<file path="src/hdl/assert_macros.svh">
// ----------------------------------------------------------------------------
// assert_macros.svh
// clocked assertion macros shared by the dma register file modules
// ----------------------------------------------------------------------------
`ifndef ASSERT_MACROS_SVH
`define ASSERT_MACROS_SVH

// property checked at every rising edge, off while reset is asserted
`define DMARF_ASSERT(label, clk, rst_n, prop) \
  label: assert property (@(posedge clk) disable iff (!rst_n) (prop)) \
    else $error("dma register file assertion failed");

// implication form, antecedent then consequent on the next edge
`define DMARF_ASSERT_NEXT(label, clk, rst_n, ante, cons) \
  `DMARF_ASSERT(label, clk, rst_n, (ante) |=> (cons))

`endif

</file>
<file path="src/hdl/dmarf_pkg.sv">
// ----------------------------------------------------------------------------
// dmarf_pkg
// types and port codes of the dma controller register file
// ----------------------------------------------------------------------------
package dmarf_pkg;

  localparam int unsigned NumChannels = 4;
  localparam int unsigned ChanW       = $clog2(NumChannels);

  localparam logic ActWrite = 1'b0;
  localparam logic ActRead  = 1'b1;

  localparam logic [7:0] PortRegFileEnd = 8'h08;
  localparam logic [7:0] PortStatus     = 8'h08;
  localparam logic [7:0] PortRequest    = 8'h09;
  localparam logic [7:0] PortSingleMask = 8'h0A;
  localparam logic [7:0] PortMode       = 8'h0B;
  localparam logic [7:0] PortClearFf    = 8'h0C;
  localparam logic [7:0] PortMasterClr  = 8'h0D;
  localparam logic [7:0] PortClearMask  = 8'h0E;
  localparam logic [7:0] PortMultiMask  = 8'h0F;
  localparam logic [7:0] PortPageFirst  = 8'h81;
  localparam logic [7:0] PortPageLast   = 8'h83;

  localparam logic [NumChannels-1:0] MaskAll = '1;

  typedef struct packed {
    logic       action;
    logic [7:0] port;
    logic [7:0] wr_byte;
  } access_t;

endpackage

</file>
<file path="src/hdl/dmarf_regs.sv">
// ----------------------------------------------------------------------------
// dmarf_regs
// channel, mask, request and status registers; executes one bus word
// ----------------------------------------------------------------------------
`include "assert_macros.svh"

module dmarf_regs (
  input  logic              clk_i,
  input  logic              rst_ni,
  input  logic              exec_i,
  input  dmarf_pkg::access_t acc_i,
  output logic [7:0]        rd_data_o
);

  localparam int unsigned NCh = dmarf_pkg::NumChannels;
  localparam int unsigned CW  = dmarf_pkg::ChanW;

  logic [23:0]    base_addr_q [NCh];
  logic [23:0]    base_addr_d [NCh];
  logic [15:0]    cur_addr_q [NCh];
  logic [15:0]    cur_addr_d [NCh];
  logic [15:0]    base_count_q [NCh];
  logic [15:0]    base_count_d [NCh];
  logic [15:0]    cur_count_q [NCh];
  logic [15:0]    cur_count_d [NCh];
  logic [7:0]     chan_mode_q [NCh];
  logic [7:0]     chan_mode_d [NCh];
  logic [NCh-1:0] req_q, req_d;
  logic [NCh-1:0] mask_q, mask_d;
  logic [7:0]     status_q, status_d;
  logic           ff_q, ff_d;

  logic [CW-1:0]  ch;
  logic [CW-1:0]  page_ch;
  logic [CW-1:0]  val_ch;
  logic           is_count;
  logic           is_write;
  logic [15:0]    sel_val;

  function automatic logic [NCh-1:0] set_or_clear(logic [NCh-1:0] bits, logic [7:0] val);
    logic [NCh-1:0] one_hot;
    one_hot = '0;
    one_hot[val[CW-1:0]] = 1'b1;
    if (val[2]) begin
      return bits | one_hot;
    end
    return bits & ~one_hot;
  endfunction

  assign ch       = acc_i.port[CW:1];
  assign page_ch  = acc_i.port[CW-1:0];
  assign val_ch   = acc_i.wr_byte[CW-1:0];
  assign is_count = acc_i.port[0];
  assign is_write = (acc_i.action == dmarf_pkg::ActWrite);
  assign sel_val  = is_count ? cur_count_q[ch] : cur_addr_q[ch];

  always_comb begin
    base_addr_d  = base_addr_q;
    cur_addr_d   = cur_addr_q;
    base_count_d = base_count_q;
    cur_count_d  = cur_count_q;
    chan_mode_d  = chan_mode_q;
    req_d        = req_q;
    mask_d       = mask_q;
    status_d     = status_q;
    ff_d         = ff_q;
    rd_data_o    = '0;
    if (exec_i) begin
      if (acc_i.port < dmarf_pkg::PortRegFileEnd) begin
        if (!is_write) begin
          rd_data_o = ff_q ? sel_val[15:8] : sel_val[7:0];
        end else if (is_count) begin
          if (ff_q) begin
            base_count_d[ch][15:8] = acc_i.wr_byte;
            cur_count_d[ch][15:8]  = acc_i.wr_byte;
          end else begin
            base_count_d[ch][7:0] = acc_i.wr_byte;
            cur_count_d[ch][7:0]  = acc_i.wr_byte;
          end
        end else begin
          if (ff_q) begin
            base_addr_d[ch][15:8] = acc_i.wr_byte;
            cur_addr_d[ch][15:8]  = acc_i.wr_byte;
          end else begin
            base_addr_d[ch][7:0] = acc_i.wr_byte;
            cur_addr_d[ch][7:0]  = acc_i.wr_byte;
          end
        end
        ff_d = !ff_q;
      end else if (acc_i.port == dmarf_pkg::PortStatus) begin
        if (!is_write) begin
          status_d  = status_q | {req_q, 4'h0};
          rd_data_o = status_d;
        end
      end else if (acc_i.port >= dmarf_pkg::PortPageFirst &&
                   acc_i.port <= dmarf_pkg::PortPageLast) begin
        if (is_write) begin
          base_addr_d[page_ch][23:16] = acc_i.wr_byte;
        end
      end else if (is_write) begin
        unique case (acc_i.port)
          dmarf_pkg::PortRequest:    req_d = set_or_clear(req_q, acc_i.wr_byte);
          dmarf_pkg::PortSingleMask: mask_d = set_or_clear(mask_q, acc_i.wr_byte);
          dmarf_pkg::PortMode:       chan_mode_d[val_ch] = acc_i.wr_byte;
          dmarf_pkg::PortClearFf:    ff_d = 1'b0;
          dmarf_pkg::PortMasterClr: begin
            ff_d     = 1'b0;
            status_d = '0;
            mask_d   = dmarf_pkg::MaskAll;
          end
          dmarf_pkg::PortClearMask:  mask_d = '0;
          dmarf_pkg::PortMultiMask:  mask_d = acc_i.wr_byte[NCh-1:0];
          default: ;
        endcase
      end
    end
  end

  always_ff @(posedge clk_i or negedge rst_ni) begin
    if (!rst_ni) begin
      for (int i = 0; i < NCh; i++) begin
        base_addr_q[i]  <= '0;
        cur_addr_q[i]   <= '0;
        base_count_q[i] <= '0;
        cur_count_q[i]  <= '0;
        chan_mode_q[i]  <= '0;
      end
      req_q    <= '0;
      mask_q   <= dmarf_pkg::MaskAll;
      status_q <= '0;
      ff_q     <= 1'b0;
    end else begin
      base_addr_q  <= base_addr_d;
      cur_addr_q   <= cur_addr_d;
      base_count_q <= base_count_d;
      cur_count_q  <= cur_count_d;
      chan_mode_q  <= chan_mode_d;
      req_q        <= req_d;
      mask_q       <= mask_d;
      status_q     <= status_d;
      ff_q         <= ff_d;
    end
  end

  // master clear and clear flip-flop always leave low byte next
  `DMARF_ASSERT_NEXT(a_ff_cleared, clk_i, rst_ni,
    exec_i && is_write && (acc_i.port == dmarf_pkg::PortMasterClr ||
    acc_i.port == dmarf_pkg::PortClearFf), !ff_q)
  // a status read leaves the pending requests in the status register
  `DMARF_ASSERT_NEXT(a_status_sticky, clk_i, rst_ni,
    exec_i && !is_write && acc_i.port == dmarf_pkg::PortStatus,
    (status_q[7:4] & $past(req_q)) == $past(req_q))
  // register file words flip the byte pointer
  `DMARF_ASSERT_NEXT(a_ff_toggle, clk_i, rst_ni,
    exec_i && acc_i.port < dmarf_pkg::PortRegFileEnd, ff_q != $past(ff_q))

endmodule

</file>
<file path="src/hdl/dma_controller_register_file_core.sv">
// ----------------------------------------------------------------------------
// dma_controller_register_file_core
// bus side register file of a four-channel dma controller
// ----------------------------------------------------------------------------
//  channel | signals                                  | direction
//  --------+------------------------------------------+----------
//  in      | in_valid_i, in_stall_o, action_i,        | to block
//          | port_i, wr_byte_i                        |
//  out     | out_valid_o, out_stall_i, rd_byte_o      | from block
//
//  one word accepted per cycle while in_stall_o is low; the read byte is registered on execute
//  the input register feeds one pass of register decode into the result register
//  reset clears all channel state, masks all channels, empties both stages
//  a stalled output holds its byte; the input stalls only when both stages are
//  full and the output is stalled
// ----------------------------------------------------------------------------
`include "assert_macros.svh"

module dma_controller_register_file_core (
  input  logic       clk_i,
  input  logic       rst_ni,
  input  logic       in_valid_i,
  output logic       in_stall_o,
  input  logic       action_i,
  input  logic [7:0] port_i,
  input  logic [7:0] wr_byte_i,
  output logic       out_valid_o,
  input  logic       out_stall_i,
  output logic [7:0] rd_byte_o
);

  logic               in_valid_q, in_valid_d;
  dmarf_pkg::access_t acc_q;
  logic               out_valid_q, out_valid_d;
  logic [7:0]         rd_byte_q;
  logic [7:0]         rd_data;
  logic               out_free;
  logic               exec;
  logic               in_accept;

  assign out_free    = !out_valid_q || !out_stall_i;
  assign exec        = in_valid_q && out_free;
  assign in_stall_o  = in_valid_q && !out_free;
  assign in_accept   = in_valid_i && !in_stall_o;
  assign in_valid_d  = in_accept || (in_valid_q && !exec);
  assign out_valid_d = exec || (out_valid_q && out_stall_i);

  dmarf_regs u_regs (
    .clk_i     (clk_i),
    .rst_ni    (rst_ni),
    .exec_i    (exec),
    .acc_i     (acc_q),
    .rd_data_o (rd_data)
  );

  always_ff @(posedge clk_i or negedge rst_ni) begin
    if (!rst_ni) begin
      in_valid_q  <= 1'b0;
      out_valid_q <= 1'b0;
    end else begin
      in_valid_q  <= in_valid_d;
      out_valid_q <= out_valid_d;
    end
  end

  always_ff @(posedge clk_i) begin
    if (in_accept) begin
      acc_q <= '{action: action_i, port: port_i, wr_byte: wr_byte_i};
    end
    if (exec) begin
      rd_byte_q <= rd_data;
    end
  end

  assign out_valid_o = out_valid_q;
  assign rd_byte_o   = rd_byte_q;

  // a word in the input register is never dropped
  `DMARF_ASSERT_NEXT(a_hold_word, clk_i, rst_ni, in_valid_q && !exec, in_valid_q)
  // executing a word always produces a result
  `DMARF_ASSERT_NEXT(a_exec_result, clk_i, rst_ni, exec, out_valid_o)
  // writes read back zero
  `DMARF_ASSERT_NEXT(a_write_zero, clk_i, rst_ni,
    exec && acc_q.action == dmarf_pkg::ActWrite, rd_byte_o == 8'h00)

endmodule
</file>
<file path="config.mk">
export PLATFORM = sky130hd
export DESIGN_NAME = dma_controller_register_file_core
export DESIGN_NICKNAME = d
export VERILOG_FILES = /design/src/hdl/dmarf_pkg.sv /design/src/hdl/dmarf_regs.sv /design/src/hdl/dma_controller_register_file_core.sv
export VERILOG_INCLUDE_DIRS = /design/src /design/src/hdl
export SDC_FILE = /design/constraint.sdc
export NUM_CORES = 1
export LEC_CHECK = 0
export BUFFER_PORTS_ARGS = -buffer_cell sky130_fd_sc_hd__buf_4
export CAP_MARGIN = 20
export CORE_UTILIZATION = 45
export DETAILED_ROUTE_END_ITERATION = 7
export PLACE_DENSITY = 0.62
export SLEW_MARGIN = 20
export SYNTH_ARGS = -nofsm -noshare
export SYNTH_HDL_FRONTEND = slang
export SYNTH_SLANG_ARGS = --single-unit
export TNS_END_PERCENT = 5
</file>
<file path="constraint.sdc">
create_clock -name clk_i -period 3.1 [get_ports clk_i]
set_clock_uncertainty 0.05 [all_clocks]
set_input_delay 0.62 -clock clk_i [delete_from_list [all_inputs] [get_ports clk_i]]
set_output_delay 0.62 -clock clk_i [all_outputs]
set_load 0.05 [all_outputs]
</file>
==> impl_metrics.csv <==
group,metric,value,unit
placement,hpwl,10610,µm
power_and_ir_drop,power_frac_comb,0.065,
floorplanning,rows,46,
global_route,antenna_found_initial,0,
cts,cts-resized-gates,0,
placement,dp_slack,0.4289,ns
sta,rsz0062_at_grt,"no",
power_and_ir_drop,seq_power_share,0.506,
routing,routed_via_density,5.603,
placement,place_congestion,0.7721,
routing,avgRoutedWirePerCell,21.40,µm
sta,tightestPinTransition,0.8925,ns
outcome,status,"finished, final reports clean",
synth,synthArstFlopShare,0.8476,
synth,yosysMostFrequentCell,"dfrtp_1",
global_route,grt_pass1_wl,26100,µm
global_route,grt_max_degree,73,
cts,cts_htree_levels,4,
synth,syn_area_per_cell,15.09,µm²
synth,yosys.area.top_type,"dfrtp_1",
setup_path,cp.required,3.36,ns
cts,cts-hold-fix-buffers,0,
sta,timing.final.crit_share,0.8761,
global_route,grt-ovfl-total,0,
cts,post-cts-setup-buffer-count,0,
synth,synth.area.top_cells,"dfrtp_1 (47%), mux2_2 (20%), edfxtp_1 (10%)",
global_route,grt.total_usage,0.2143,
setup_path,critical_path_class,"flip-flop to flip-flop",
routing,vias,4253,
floorplanning,core,15940,µm²
final_layout,layout.nets,553,
synth,syn_nets,512,
power_and_ir_drop,p_leak,3.948,nW
sta,hold_viol,0,
cts,clk_latency,0.43,ns
cts,cts_tree,"yes",
synth,synthCells,490,
placement,io_buffers,30,
cts,cts_made_buffers,17,
power_and_ir_drop,ir_drop,0.0003277,V
cts,numClockSinks,164,
sta,maxSlewViolCount,0,
floorplanning,die_y,130.2,µm
final_layout,layout-drive-gt1-share,0.4770,
routing,ant_nets,0,
synth,yosys-top-cells-count,"dfrtp_1 (139), mux2_2 (131), mux4_2 (30)",
sta,finalCriticalPeriod,2.716,ns
power_and_ir_drop,power.density,544.6,nW/µm²
setup_path,cp-start-kind,"flip-flop",
synth,synth_area,7395,µm²
routing,drt-initial-drc-count,275,
synth,synth_top_area_share,0.4704,
power_and_ir_drop,p_int,0.003569,W
floorplanning,ios,31,
power_and_ir_drop,netSwitchingPower,0.001056,W
setup_path,path_max_fanout,8,
power_and_ir_drop,swShare,0.2283,
setup_path,critPathSlowestCell,"or4_1",
setup_path,slowest_delay,0.68,ns
synth,yosys_warnings,0,
sta,relSlewSlack,0.4050,
final_layout,diodes,0,
synth,synth_seq_area_share,0.5719,
floorplanning,die_area,16950,µm²
routing,drc,0,
synth,ys_types,42,
synth,synth_flop_cell,"dfrtp_1",
setup_path,critPathArrivalTime,2.97,ns
synth,synth_seq_cells,164,
cts,clockBufferDepth,2,
routing,dr.pass1.iters,5,
setup_path,crit_chain,"or4_4, nor3_2, nand3b_1, or4_1, mux2_2",
floorplanning,die-width,130.2,µm
power_and_ir_drop,p_clk_frac,0.430,
setup_path,end_kind,"flip-flop",
hold_path,hold_class,"input port to async pin",
global_route,grt_pass1_vias,4534,
sta,setup_slack,0.3839,ns
routing,routed_wirelength,16240,µm
sta,setup_viol,0,
synth,synth-edff-count,25,
cts,clkTransAtPathRegs,0.06,ns
final_layout,area_delta_synth_final,14.82,%
sta,setup-tns-final,0,ns
flow_run,drv_cap,0,
cts,cts-root-buf,"clkbuf_16",
floorplanning,start_util,0.4638,
sta,max_freq,368.2,MHz
## path summary, 6_finish.rpt
kind | slack, ns | start | endpoint | depth (start not counted)
hold / removal | 0.15 | rst_ni | u_regs.cur_addr_q[51]$_DFFE_PN0P_ | 1
setup reg to reg | 0.38 | acc_q[15]$_DFFE_PP_ | u_regs.cur_addr_q[38]$_DFFE_PN0P_ | 5
min in group clk_i | 0.32 | wr_byte_i[1] | acc_q[1]$_DFFE_PP_ | 1
max in group asynchronous | 2.10 | rst_ni | u_regs.cur_count_q[58]$_DFFE_PN0P_ | 2
hold reg to reg | 0.44 | in_valid_q$_DFF_PN0_ | out_valid_o$_DFF_PN0_ | 1
setup / recovery | 0.38 | acc_q[15]$_DFFE_PP_ | u_regs.cur_addr_q[38]$_DFFE_PN0P_ | 5
## logic make-up after synthesis
| group | count (synthesis) | synth area share |
|---|---|---|
| multiplexers | 176 | 0.3166 |
| flip-flops | 164 | 0.5719 |
| AND/OR/NAND/NOR | 78 | 0.05550 |
| buffers and inverters | 38 | 0.02284 |
| AO/OA/AOI/OAI | 33 | 0.03147 |
| adder cells (fa/ha/maj) | 1 | 0.001692 |
## worst max-delay path: cells and delay by family (launching register included)
kind,cells,cell delay (ns)
muxes,1,0.36
DFF,1,0.45
and+or+nand+nor,4,1.73
## final cells by class
class | instances | area (µm²)
tap | 216 | 270.3
clock buffer | 24 | 461.7
multi-input combinational | 288 | 2997
fill | 1314 | 7452
timing repair buffer | 55 | 429.2
sequential | 164 | 4229
clock inverter | 7 | 85.08
inverter | 5 | 18.77
## routing by layer
metal	GRT usage	vias up	part of all wire
li1	-	1902	-
met1	0.2875	2235	0.46
met2	0.3514	95	0.49
met3	0.03813	21	0.040
met4	0.07456	0	0.014
met5	0	-	0
## power groups by stage
stage	registers [W]	clock network [W]	logic, W
after floorplan	0.00234	0	0.000194
after global placement	0.00237	0	0.000298
after detailed placement	0.00238	0	0.000303
after CTS	0.00234	0.00203	0.000305
after global routing	0.00235	0.00212	0.000328
final	0.00234	0.00199	0.000299
## stage by stage
stage,hold slack (ns),area [µm²],utilization,power (W),std cells
2_1_floorplan,0.2744,7395,-,0.002531,490
3_3_place_gp,0.4092,7944,0.4983,0.002673,728
3_5_place_dp,0.4287,7944,0.4983,0.002680,728
4_1_cts,0.1786,8491,0.5326,0.004667,759
5_1_grt,0.1992,8491,0.5326,0.004796,759
6_report,0.1458,8491,0.5326,0.004624,759
## state kept, by name, summed over array words and instances, names as in the netlist
register	flops
u_regs.status_q	4
in_valid_q	1
u_regs.cur_count_q	64
u_regs.cur_addr_q	64
u_regs.ff_q	1
rd_byte_o	8
out_valid_o	1
u_regs.req_q	4
acc_q	17
## cells in the final DEF, fill, tap and decap left out, types with 7 or more instances in the layout
master	count
buf_4	53
clkbuf_16	17
dfrtp_1	139
edfxtp_1	25
mux2_2	131
mux2_4	8
mux2i_1	7
mux4_2	30
nand2_1	12
nor2_1	27
o22ai_1	8
No activity file was read; power rests on OpenSTA's default activity.
